### src/msd_pkg.sv
`timescale 1ns / 1ps
// ----------------------------------------------------------------------------
// msd_pkg: shared types and constants for the stopwatch display
// Digit type, prescaler periods, register indexes and the segment decoder.
// ----------------------------------------------------------------------------
package msd_pkg;

	typedef logic [3:0] digit_t;
	typedef logic [1:0] scan_pos_t;
	typedef logic [6:0] prescale_t;

	localparam int NUM_DIGITS = 4;

	// Prescaler periods in counted ticks
	localparam prescale_t FINE_PERIOD   = 7'd10;
	localparam prescale_t COARSE_PERIOD = 7'd100;

	// Largest BCD digit value
	localparam digit_t DIGIT_MAX = 4'd9;

	// Decimal point position per precision mode
	localparam scan_pos_t DP_POS_FINE   = 2'd1;
	localparam scan_pos_t DP_POS_COARSE = 2'd2;

	// Configuration register indexes
	localparam logic REG_PRECISION_MODE = 1'b0;
	localparam logic REG_DISPLAY_ENABLE = 1'b1;

	// Segment pattern of a BCD digit: bits 0..5 = A..F, bit 6 = G
	function automatic logic [6:0] seg_decode(input digit_t d);
		logic [6:0] pat;
		unique case (d)
			4'd0:    pat = 7'h3F;
			4'd1:    pat = 7'h06;
			4'd2:    pat = 7'h5B;
			4'd3:    pat = 7'h4F;
			4'd4:    pat = 7'h66;
			4'd5:    pat = 7'h6D;
			4'd6:    pat = 7'h7D;
			4'd7:    pat = 7'h07;
			4'd8:    pat = 7'h7F;
			4'd9:    pat = 7'h67;
			default: pat = 7'h00;
		endcase
		return pat;
	endfunction

endpackage

### src/msd_digit_cell.sv
`timescale 1ns / 1ps
// ----------------------------------------------------------------------------
// msd_digit_cell: one BCD digit of the stopwatch count
// Holds a digit, steps it on carry in and passes the carry to the next digit.
// ----------------------------------------------------------------------------
module msd_digit_cell (
	input  logic            clk,
	input  logic            arst_n,
	input  logic            carry_in,
	output logic            carry_out,
	output msd_pkg::digit_t digit
);

	msd_pkg::digit_t digit_q;

	// Wrap on nine and hand the carry on
	assign carry_out = carry_in && (digit_q >= msd_pkg::DIGIT_MAX);
	assign digit     = digit_q;

	// Advance the digit on an incoming carry
	always_ff @(posedge clk or negedge arst_n) begin
		if (!arst_n) begin
			digit_q <= '0;
		end else if (carry_in) begin
			if (carry_out) begin
				digit_q <= '0;
			end else begin
				digit_q <= digit_q + 4'd1;
			end
		end
	end

	a_digit_bcd: assert property (@(posedge clk) disable iff (!arst_n)
		digit_q <= msd_pkg::DIGIT_MAX)
		else $error("digit left BCD range");

	a_digit_wrap: assert property (@(posedge clk) disable iff (!arst_n)
		carry_out |=> digit_q == 4'd0)
		else $error("digit did not wrap on carry out");

	a_digit_step: assert property (@(posedge clk) disable iff (!arst_n)
		(carry_in && !carry_out) |=> digit_q == $past(digit_q) + 4'd1)
		else $error("digit did not step on carry in");

endmodule

### src/multiplexed_stopwatch_display.sv
`timescale 1ns / 1ps
// ----------------------------------------------------------------------------
// multiplexed_stopwatch_display: four-digit multiplexed stopwatch display
// Scans one digit per 1 ms tick word and counts ticks into a BCD count.
// ----------------------------------------------------------------------------
// Usage:
//   Input channel (in_valid / in_stall / count_enable): one word per 1 ms
//   tick. count_enable high lets the prescaler and the count run this tick.
//   Output channel (out_valid / out_stall / digit_select, segments_a_to_f,
//   segment_g, decimal_point): one word per tick, showing digit position
//   scan order 0..3 with the count as it stood before that tick.
//   Configuration: cfg_write with cfg_index 0 sets precision_mode (1: count
//   every 10 ticks, point on digit 1; 0: every 100, point on digit 2) and
//   index 1 sets display_enable (0 blanks segments and point).
//   out_valid rises in the cycle after accept. One tick is taken per
//   cycle unless in_stall is high; one output register, four-cell carry chain.
//   When the receiver stalls, the output word holds and in_stall rises while
//   the output register is full; a word is still taken in the cycle the held
//   one leaves. Reset clears the count and scan position, loads the
//   prescaler with 10, sets both registers to 1 and empties the output.
// ----------------------------------------------------------------------------
module multiplexed_stopwatch_display (
	input  logic       clk,
	input  logic       arst_n,
	// tick words
	input  logic       in_valid,
	output logic       in_stall,
	input  logic       count_enable,
	// display words
	output logic       out_valid,
	input  logic       out_stall,
	output logic [3:0] digit_select,
	output logic [5:0] segments_a_to_f,
	output logic       segment_g,
	output logic       decimal_point,
	// configuration
	input  logic       cfg_write,
	input  logic       cfg_index,
	input  logic       cfg_data
);

	logic                  precision_mode_q;
	logic                  display_enable_q;
	msd_pkg::scan_pos_t    scan_pos_q;
	msd_pkg::prescale_t    prescale_q;
	logic                  out_valid_q;
	logic [3:0]            digit_select_q;
	logic [6:0]            segments_q;
	logic                  decimal_point_q;

	logic                  accept;
	logic                  expire;
	logic [msd_pkg::NUM_DIGITS:0] carry;
	msd_pkg::digit_t       digits [msd_pkg::NUM_DIGITS];
	msd_pkg::digit_t       shown_digit;
	msd_pkg::scan_pos_t    dp_pos;
	logic [6:0]            pattern;

	// Hold input while a word waits that cannot leave
	assign in_stall = out_valid_q && out_stall;
	assign accept   = in_valid && !in_stall;

	// Configuration registers
	always_ff @(posedge clk or negedge arst_n) begin
		if (!arst_n) begin
			precision_mode_q <= 1'b1;
			display_enable_q <= 1'b1;
		end else if (cfg_write) begin
			unique case (cfg_index)
				msd_pkg::REG_PRECISION_MODE: precision_mode_q <= cfg_data;
				msd_pkg::REG_DISPLAY_ENABLE: display_enable_q <= cfg_data;
				default: ;
			endcase
		end
	end

	// Prescaler: expire on a counted tick at one or below
	assign expire = accept && count_enable && (prescale_q <= 7'd1);

	always_ff @(posedge clk or negedge arst_n) begin
		if (!arst_n) begin
			prescale_q <= msd_pkg::FINE_PERIOD;
		end else if (accept && count_enable) begin
			if (expire) begin
				prescale_q <= precision_mode_q ? msd_pkg::FINE_PERIOD
				                               : msd_pkg::COARSE_PERIOD;
			end else begin
				prescale_q <= prescale_q - 7'd1;
			end
		end
	end

	// Digit chain: least significant digit at the last position
	assign carry[msd_pkg::NUM_DIGITS] = expire;

	for (genvar i = 0; i < msd_pkg::NUM_DIGITS; i++) begin : g_cell
		msd_digit_cell u_cell (
			.clk       (clk),
			.arst_n    (arst_n),
			.carry_in  (carry[i+1]),
			.carry_out (carry[i]),
			.digit     (digits[i])
		);
	end

	// Scan position advances on every tick
	always_ff @(posedge clk or negedge arst_n) begin
		if (!arst_n) begin
			scan_pos_q <= '0;
		end else if (accept) begin
			scan_pos_q <= scan_pos_q + 2'd1;
		end
	end

	// Decode the scanned digit
	assign shown_digit = digits[scan_pos_q];
	assign pattern     = msd_pkg::seg_decode(shown_digit);
	assign dp_pos      = precision_mode_q ? msd_pkg::DP_POS_FINE : msd_pkg::DP_POS_COARSE;

	// Output register
	always_ff @(posedge clk or negedge arst_n) begin
		if (!arst_n) begin
			out_valid_q <= 1'b0;
		end else if (accept) begin
			out_valid_q <= 1'b1;
		end else if (!out_stall) begin
			out_valid_q <= 1'b0;
		end
	end

	always_ff @(posedge clk) begin
		if (accept) begin
			digit_select_q  <= ~(4'b0001 << scan_pos_q);
			segments_q      <= display_enable_q ? pattern : 7'd0;
			decimal_point_q <= display_enable_q && (scan_pos_q == dp_pos);
		end
	end

	assign out_valid       = out_valid_q;
	assign digit_select    = digit_select_q;
	assign segments_a_to_f = segments_q[5:0];
	assign segment_g       = segments_q[6];
	assign decimal_point   = decimal_point_q;

	a_stall_only_when_full: assert property (@(posedge clk) disable iff (!arst_n)
		in_stall |-> out_valid_q)
		else $error("input stalled with empty output register");

	a_accept_fills: assert property (@(posedge clk) disable iff (!arst_n)
		accept |=> out_valid_q)
		else $error("accepted tick produced no output word");

	a_one_digit: assert property (@(posedge clk) disable iff (!arst_n)
		out_valid_q |-> $countones(digit_select_q) == 3)
		else $error("digit select not a single active digit");

	a_prescale_range: assert property (@(posedge clk) disable iff (!arst_n)
		prescale_q <= msd_pkg::COARSE_PERIOD)
		else $error("prescaler above coarse period");

	a_count_wrap: assert property (@(posedge clk) disable iff (!arst_n)
		carry[0] |=> (digits[0] == 4'd0) && (digits[1] == 4'd0) &&
		             (digits[2] == 4'd0) && (digits[3] == 4'd0))
		else $error("count did not wrap to zero");

endmodule

### config.mk
export PLATFORM = sky130hd
export DESIGN_NAME = multiplexed_stopwatch_display
export DESIGN_NICKNAME = d
export VERILOG_FILES = /design/src/msd_pkg.sv /design/src/msd_digit_cell.sv /design/src/multiplexed_stopwatch_display.sv
export SDC_FILE = /design/constraint.sdc
export NUM_CORES = 1
export LEC_CHECK = 0
export ABC_CLOCK_PERIOD_IN_PS = 3460
export BUFFER_PORTS_ARGS = -buffer_cell sky130_fd_sc_hd__clkbuf_2
export CORE_UTILIZATION = 40
export CTS_BUF_LIST = sky130_fd_sc_hd__clkbuf_16
export DETAILED_ROUTE_END_ITERATION = 10
export PLACE_DENSITY_LB_ADDON = 0.08
export SLEW_MARGIN = 0
export SYNTH_ARGS = -nofsm -noshare
export SYNTH_HDL_FRONTEND = slang
export SYNTH_SLANG_ARGS = --single-unit
### constraint.sdc
create_clock -name clk -period 3.46 [get_ports clk]
set_input_delay 0.346 -clock clk [delete_from_list [all_inputs] [get_ports clk]]
set_output_delay 0.346 -clock clk [all_outputs]
set_load 0.01 [all_outputs]
-- Word-level counts from Yosys, hierarchy flattened
Memory sizes are Yosys's and may differ from the RTL's. A register that Yosys moved wholly into a read port is not among the register bits.
Cells that the tools add are included.
- shift-type cells: 1
- multiplexer cells: 12
- bitwise logic cells: 3
- magnitude comparators: 6
- equality and inequality tests: 2
- add/sub/neg operators: 6
- reduce and logical (&&, ||, !) cells: 13
- operator list (cell ; number):
    $mux W4 ; 6
    $add A4 B1 Y4 const B ; 4
    $ge A4 B4 Y1 const B ; 4
    $mux W7 ; 2
    $logic_and A1 B1 Y1 ; 9
    $bmux W4 S2 ; 1
    $le A7 B1 Y1 const B ; 1
    $sub A7 B1 Y7 const B ; 1
    $not A4 Y4 ; 1
    $reduce_and A2 Y1 ; 2
    $shl A1 B2 Y4 const A ; 1
    $ge A3 B3 Y1 const B ; 1
    $not A2 Y3 ; 1
    $add A2 B1 Y2 const B ; 1
    $eq A2 B2 Y1 ; 1
    $logic_not A1 Y1 ; 2
    $mux W1 ; 2
    $mux W2 ; 1
    $ne A2 B1 Y1 const B ; 1
    $not A1 Y1 ; 1
- ROM bits: 112
- word-level logic and storage cells: 55
- flip-flop bits (word level): 33
- memories: 1
- memories (memory ; depth ; width ; read ports ; clocked after Yosys merged registers in ; wr ports ; line ; RTL):
    (name not given) ; 16 ; 7 ; 1 ; 1 ; 0 ; msd_pkg.sv:32 ; unique case (d)

-- Depth between registers and ports, before layout
Gate-level depths: netlist of run 1.
- depth in word-level cells: 10
- mapped depth: 8
- depth with buffers taken out: 7

-- By module
Synthesis of run 1 repeated with hierarchy kept, for this count alone.
- cells, all modules: 213
- area, all modules: 2418.6 µm²
- modules (own cells, without submodules) (module ; cells an instance ; area each (µm²) ; sequential area each (µm²) ; instances):
    multiplexed_stopwatch_display ; 129 ; 1452.6 ; 665.6 ; 1
    msd_digit_cell ; 21 ; 241.5 ; 100.1 ; 4

-- Worst setup path before layout of run 1
Ideal clock, no wire load.
- kind: reg-to-reg
- start: register scan_pos_q[1]
- end: register segments_q[3] (data pin)
- cell stages (with the launch flop): 8
- setup slack: 1.396 ns
- arrival: 1.809 ns
- cell sequence: dfrtp_1 > clkbuf_1 > mux4_2 > inv_1 > ha_1 > nand2_1 > o211ai_1 > and3_1
- longest elaborated chain between the ends: 4
- RTL lines (item ; line ; RTL):
    start, declared ; multiplexed_stopwatch_display.sv:44 ; msd_pkg::scan_pos_t scan_pos_q;
    start signal, assigned ; multiplexed_stopwatch_display.sv:111 ; scan_pos_q <= scan_pos_q + 2'd1;
    $not A2 Y3 (implied by the code) ; multiplexed_stopwatch_display.sv:116 ; assign shown_digit = digits[scan_pos_q];
    $bmux W4 S2 ; multiplexed_stopwatch_display.sv:116 ;
    $mux W4 (implied by the code) (2 in a row) ; multiplexed_stopwatch_display.sv:116 ;
    end, declared ; multiplexed_stopwatch_display.sv:48 ; logic [6:0] segments_q;
No other way between the ends. The select of a mux whose other input is x is not followed.
A chain may end at the register's enable or synchronous reset.

-- Worst setup path in the final report of run 1
- start: register scan_pos_q[0]
- end: register segments_q[3] (data pin)
Same word-level chain as after synthesis.

==> results of run 1 <==
-- worst max path at each step --
stage                               from                           to  slack [ps]  cells past startpoint
2_1_floorplan  scan_pos_q[1]$_DFFE_PN0N_  segments_q[3]$_SDFFCE_PN0N_        1400                      7
3_3_place_gp   scan_pos_q[0]$_DFFE_PN0N_  segments_q[3]$_SDFFCE_PN0N_        1330                      6
3_5_place_dp   scan_pos_q[0]$_DFFE_PN0N_  segments_q[3]$_SDFFCE_PN0N_        1280                      6
4_1_cts        scan_pos_q[0]$_DFFE_PN0N_  segments_q[3]$_SDFFCE_PN0N_        1270                      6
5_1_grt        scan_pos_q[0]$_DFFE_PN0N_  segments_q[3]$_SDFFCE_PN0N_        1150                      6
6_report       scan_pos_q[0]$_DFFE_PN0N_  segments_q[3]$_SDFFCE_PN0N_        1290                      6
-- power by group through the flow --
stage	Clock, mW	Combinational (mW)	Sequential [mW]
3_5_place_dp	0	0.423	0.718
3_3_place_gp	0	0.421	0.713
5_1_grt	0.472	0.488	0.726
6_report	0.436	0.419	0.709
4_1_cts	0.447	0.426	0.710
2_1_floorplan	0	0.342	0.683
-- layer usage --
metal	track usage	vias up	part of all wire
met5	0	-	0
met4	0.04727	0	0.0065
met3	0.03908	2	0.022
met2	0.2595	19	0.48
met1	0.2092	811	0.49
li1	-	846	-
-- cells by family (layout without fill, tap and decap cells) --
logic type	Yosys count	in the layout	synth area share
xor+xnor	4	4	0.01476
simple gates	70	70	0.1591
buf+inv	28	55	0.04531
mux	11	11	0.06375
compound gates	51	51	0.1417
flops	40	40	0.4489
fa+ha+maj	24	24	0.1264
-- layout by cell type, fill, tap and decap left out, types with 3 or more instances in the layout --
| cell | netlist | layout |
|---|---|---|
| mux2_2 | 3 | 3 |
| xnor2_1 | 3 | 3 |
| clkbuf_16 | 0 | 5 |
| nor3_1 | 3 | 3 |
| o31ai_1 | 3 | 3 |
| mux4_2 | 3 | 3 |
| clkbuf_2 | 0 | 21 |
| and3_1 | 4 | 4 |
| o21ai_0 | 16 | 16 |
| nand2_1 | 20 | 20 |
| nor2_1 | 15 | 15 |
| dfstp_2 | 4 | 4 |
| a21boi_0 | 4 | 4 |
| ha_1 | 24 | 24 |
| edfxtp_1 | 12 | 12 |
| dfrtp_1 | 24 | 24 |
| inv_1 | 25 | 25 |
| nand2b_1 | 4 | 4 |
| nand3_1 | 7 | 7 |
| mux2i_1 | 5 | 5 |
| a21oi_1 | 12 | 12 |
-- final cells by class --
type / instances / area, µm² / share of cell area
clock inverters: 3 / 13.76 / 0.005093
well taps: 72 / 90.09 / 0.03333
inverters: 25 / 93.84 / 0.03472
flip-flops and latches: 40 / 1066 / 0.3944
multi-input cells: 160 / 1201 / 0.4444
repair buffers: 22 / 112.6 / 0.04167
clock buffers: 5 / 125.1 / 0.04630
-- cell usage after synthesis, types with 4 or more instances --
cell type	instances
inv_1	25
dfrtp_1	24
ha_1	24
nand2_1	20
o21ai_0	16
nor2_1	15
a21oi_1	12
edfxtp_1	12
nand3_1	7
mux2i_1	5
a21boi_0	4
and3_1	4
dfstp_2	4
nand2b_1	4
-- state kept, by name, indices dropped and copies added (netlist names) --
| name | count |
|---|---|
| g_cell.u_cell.digit | 16 |
| prescale_q | 7 |
| segments_q | 7 |
| digit_select | 4 |
| scan_pos_q | 2 |
| decimal_point | 1 |
| display_enable_q | 1 |
| out_valid | 1 |
| precision_mode_q | 1 |
-- per-stage QoR --
stage,hold WS (ps),cells,setup WS (ps),util
3_3_place_gp,453.6,319,1326,0.4572
2_1_floorplan,50.41,228,1396,-
3_5_place_dp,459.5,319,1276,0.4572
4_1_cts,162.8,327,1266,0.4819
6_report,129.4,327,1286,0.4819
5_1_grt,182.1,327,1150,0.4819
==> reports/qor.txt, run 1 <==
Cells after Synth: 228
Total Power: 1.564 mW
WP data required: 3490 ps
Final nets: 286
Placer Congestion: 0.7741
# Post-CTS Setup Buffers: 0
CTS tree: yes
CTS Buf Count: 5
Finished Cell Area: 2703 µm²
Slew @ Worst Pin: 755.2 ps
Mapped Area: 2375 µm²
ys async rst share: 0.7000
worst relative slew slack: 0.4926
GRT overflow: 0
syn nets: 260
Clk pin slew, worst setup/hold paths: 60 ps
PwrDens: 578.8 nW/µm²
average wire per standard cell: 13.64 µm
Synthesis Warnings: 0
Seq/Total Area, Yosys: 0.4489
LEAKAGE: 1.235 nW
Setup TNS: 0 ps
CP arrival: 2200 ps
status: finished, final reports clean
Avg Cell Area, Syn: 10.42 µm²
number of fillers in the final layout: 560
clk_skew: 2.810 ps
Setup CP Type: register to register
vias in the first global route: 1651
CP Buf/Inv Count: 1
die width: 79.05 µm
Die Footprint: 6249 µm²
Final setup viols: 0
sequential fraction of design power: 0.453
routed vias: 1678
Num Clock Sinks: 40
largest net degree at the start of global routing: 29
CP cell instances: mux4_2 > inv_1 > ha_1 > nand2_1 > o211ai_1 > and3_1
Total Routed Length: 4.460 mm
DRC Markers: 0
critical path peak fanout: 10
PortBufs: 21
Switching Fraction: 0.3230
P_sw: 0.5052 mW
worst vdd ir: 0.2080 mV
P&R area growth vs syn: 13.80%
worst-skew pair later-pin latency: 270 ps
Initial Utilization: 0.4235
Worst R2R End: segments_q[3]$_SDFFCE_PN0N_
reg2reg path depth: 6
worst hold path class: input port to async pin
Yosys top cell by area: dfrtp_1
hold buffers post-CTS: 0
H-tree levels: 2
antenna cells: 0
DP Area: 2564 µm²
Yosys top cell area share: 0.2529
Synth cell types: 49
Placeable Area: 5608 µm²
Worst setup SP type: register
Final Critical Period: 2174 ps
Post-synth EDFFs: 12
Max Root-Sink Buffers: 2
Initial DRC Count: 44
Fmax achieved: 0.4600 GHz
CP Capture Type: register
Slowest-stage cell, CP: mux4_2
Vias per Instance: 5.131
worst r2r src: scan_pos_q[0]$_DFFE_PN0N_
Die Height: 79.05 µm
top area cells in the synthesized netlist: dfrtp_1 (25%), edfxtp_1 (15%), ha_1 (13%)
Detailed Routing Iterations Pass 1: 4
initial antenna violation count: 0
Slew Limit Fails: 0
clock network power share: 0.279
ys flop type: dfrtp_1
first-pass GRT wire length: 7.707 mm
endpoints failing hold: 0
register-to-register setup slack: 1290 ps
RSZ-0062 raised after global routing: false
remaining antenna violation count: 0
share of layout cells above drive strength 1: 0.1843
CP delay by family, top: multiplexers
max-cap violations: 0
P_int: 1.059 mW
FP Rows: 27
period utilisation layout: 0.6283
GRT Total Usage: 0.1595
CTS root buffer: clkbuf_16
CTS resizes: 0
combinational share of power: 0.268
number of synthesized register bits: 40
CP peak stage delay: 650 ps
io pins: 22
DP HPWL: 3.262 mm
No activity file was read; power rests on OpenSTA's default activity.
==> run 2: changes to the inputs <==
ABC_CLOCK_PERIOD_IN_PS = 2050   (was 3460)
clock period = 2.05 ns   (was 3.46 ns; I/O delays follow)
==> reports/qor.txt, run 2 (synthesis gave the netlist of run 1 again) <==
worst hold slack: -11.15 ps (-140.6 ps)
io pins: 22 (unchanged)
CTS Buf Count: 5 (unchanged)
LEAKAGE: 1.301 nW (+5.4%)
Max Root-Sink Buffers: 2 (unchanged)
Detailed Routing Iterations Pass 1: 4 (unchanged)
Num Clock Sinks: 40 (unchanged)
Worst setup SP type: register
P&R area growth vs syn: 18.07%
endpoints failing hold: 24 (+24)
failing checks: negative hold slack
GRT Total Usage: 0.1638 (+0.004262)
antenna cells: 0 (unchanged)
FP Rows: 27 (unchanged)
CTS resizes: 0 (unchanged)
DR WL met2: 2.129 mm (-0.47%)
Placeable Area: 5608 µm² (unchanged)
PwrDens: 965.2 nW/µm² (+67%)
Reg area: 1066 µm² (unchanged)
average wire per standard cell: 13.27 µm (-2.7%)
PortBufs: 21 (unchanged)
remaining antenna violation count: 0 (unchanged)
H-tree levels: 2 (unchanged)
dpl ws: 100.3 ps (-1175 ps)
Post-Route M1 WL: 2.151 mm (-1.8%)
Max Used Layer: met4
GRT overflow: 0 (unchanged)
DRC Markers: 0 (unchanged)
Switching Fraction: 0.3217 (-0.001284)
Initial Utilization: 0.4235 (unchanged)
P_sw: 0.8706 mW (+72%)
max-cap violations: 0 (unchanged)
worst vdd ir: 0.4945 mV (+140%)
vias in the first global route: 1662 (+0.67%)
Setup CP Type: register to register
CP arrival: 1930 ps (-270 ps)
combinational share of power: 0.307 (+0.039)
CP Capture Type: register
worst relative slew slack: 0.4941 (+0.001513)
Placer Congestion: 0.7916 (+2.3%)
share of layout cells above drive strength 1: 0.2239 (+0.03957)
Slew Limit Fails: 0 (unchanged)
Initial DRC Count: 71 (+61%)
largest net degree at the start of global routing: 29 (unchanged)
Vias per Instance: 5.059 (-1.4%)
Setup TNS: 0 ps (unchanged)
initial antenna violation count: 0 (unchanged)
worst hold path class: input port to async pin
die width: 79.05 µm (unchanged)
Finished Cell Area: 2804 µm² (+3.8%)
status: finished with violations
Final nets: 299 (+4.5%)
CTS tree: yes
Die Height: 79.05 µm (unchanged)
Final Critical Period: 1891 ps (-283.2 ps)
Met3 Wirelength: 129 µm (+30%)
Total Routed Length: 4.512 mm (+1.2%)
commonest non-fill, non-tap cells in the layout: inv_1 (26), ha_1 (24), dfrtp_1 (24), clkbuf_2 (21), nand2_1 (20)
final setup margin: 159.5 ps (-1127 ps)
RSZ-0062 raised after global routing: false
P_int: 1.836 mW (+73%)
number of flip-flops in the largest register: 16 (unchanged)
number of fillers in the final layout: 539 (-3.8%)
Fmax achieved: 0.5290 GHz (+15%)
sequential fraction of design power: 0.423 (-0.030)
DP Area: 2661 µm² (+3.8%)
Slew @ Worst Pin: 758.8 ps (+3.541 ps)
routed vias: 1720 (+2.5%)
DP HPWL: 3.375 mm (+3.5%)
critical path peak fanout: 5 (-5)
footprint of the multi-input gates: 1207 µm² (+0.52%)
Final setup viols: 0 (unchanged)
clk_skew: 2.377 ps (-0.4329 ps)
CTS root buffer: clkbuf_16
Die Footprint: 6249 µm² (unchanged)
WP data required: 2090 ps (-1400 ps)
worst-skew pair later-pin latency: 280 ps (about the same)
period utilisation layout: 0.9222 (+0.2940)
clock network power share: 0.270 (-0.009)
most common cell after layout, fill and taps aside: inv_1
first-pass GRT wire length: 7.872 mm (+2.1%)
hold buffers post-CTS: 0 (unchanged)
# Post-CTS Setup Buffers: 0 (unchanged)
Clk pin slew, worst setup/hold paths: 60 ps (about the same)
## run 2: cell types whose count changed in the layout (fill, tap and decap cells not counted)
| cell | delta |
|---|---|
| buf_4 | +13 |
| clkinv_1 | +1 |
| clkinv_2 | -2 |
| inv_1 | +1 |
| nor2_1 | -1 |
| nor2_2 | +1 |
| or4_1 | -1 |
| or4_4 | +1 |
## run 2: power by group through the flow
stage,sequential (mW),clock (mW),combinational [mW]
finish,1.14,0.730,0.832
global route,1.17,0.779,0.957
CTS,1.15,0.756,0.847
detailed placement,1.16,0,0.837
global placement,1.16,0,0.816
floorplan,1.15,0,0.579
## run 2: critical path, stage by stage (launching register included)
cell and delay [ps]:
dfrtp_1 430, mux4_2 540, inv_1 110, ha_1 260
nand2_1 70, o211ai_1 80, and3_1 170
## run 2: final cells by class
type                            instances  share of cell area
Clock inverter                          3            0.004016
Multi-Input combinational cell        160              0.4306
Tap cell                               72             0.03213
Clock buffer                            5             0.04462
Inverter                               25             0.03347
Sequential cell                        40              0.3802
Timing Repair Buffer                   35             0.07497
## run 2: per-stage QoR
step / power (mW) / instances / utilization
2_1_floorplan: 1.732 / 228 / -
3_3_place_gp: 1.976 / 332 / 0.4746
3_5_place_dp: 1.997 / 332 / 0.4746
4_1_cts: 2.750 / 340 / 0.4989
5_1_grt: 2.904 / 340 / 0.5000
6_report: 2.706 / 340 / 0.5000
## run 2: layer usage
layer / track usage / up-vias
li1: - / 878
met3: 0.03563 / 7
met5: 0 / -
met2: 0.2664 / 24
met1: 0.2082 / 811
met4: 0.07273 / 0
## run 2: final timing paths
path | start | to | slack [ps] | depth (start not counted)
max | g_cell[3].u_cell.digit[0]$_DFFE_PN0P_ | segments_q[3]$_SDFFCE_PN0N_ | 160 | 6
min reg2reg | prescale_q[6]$_DFFE_PN0P_ | prescale_q[6]$_DFFE_PN0P_ | 520 | 1
min | arst_n | g_cell[1].u_cell.digit[1]$_DFFE_PN0N_ | -10 | 1
min in group clk | in_valid | out_valid$_DFFE_PN0P_ | 130 | 2
max in group asynchronous | arst_n | g_cell[3].u_cell.digit[2]$_DFFE_PN0P_ | 1580 | 1
max reg2reg | g_cell[3].u_cell.digit[0]$_DFFE_PN0P_ | segments_q[3]$_SDFFCE_PN0N_ | 160 | 6
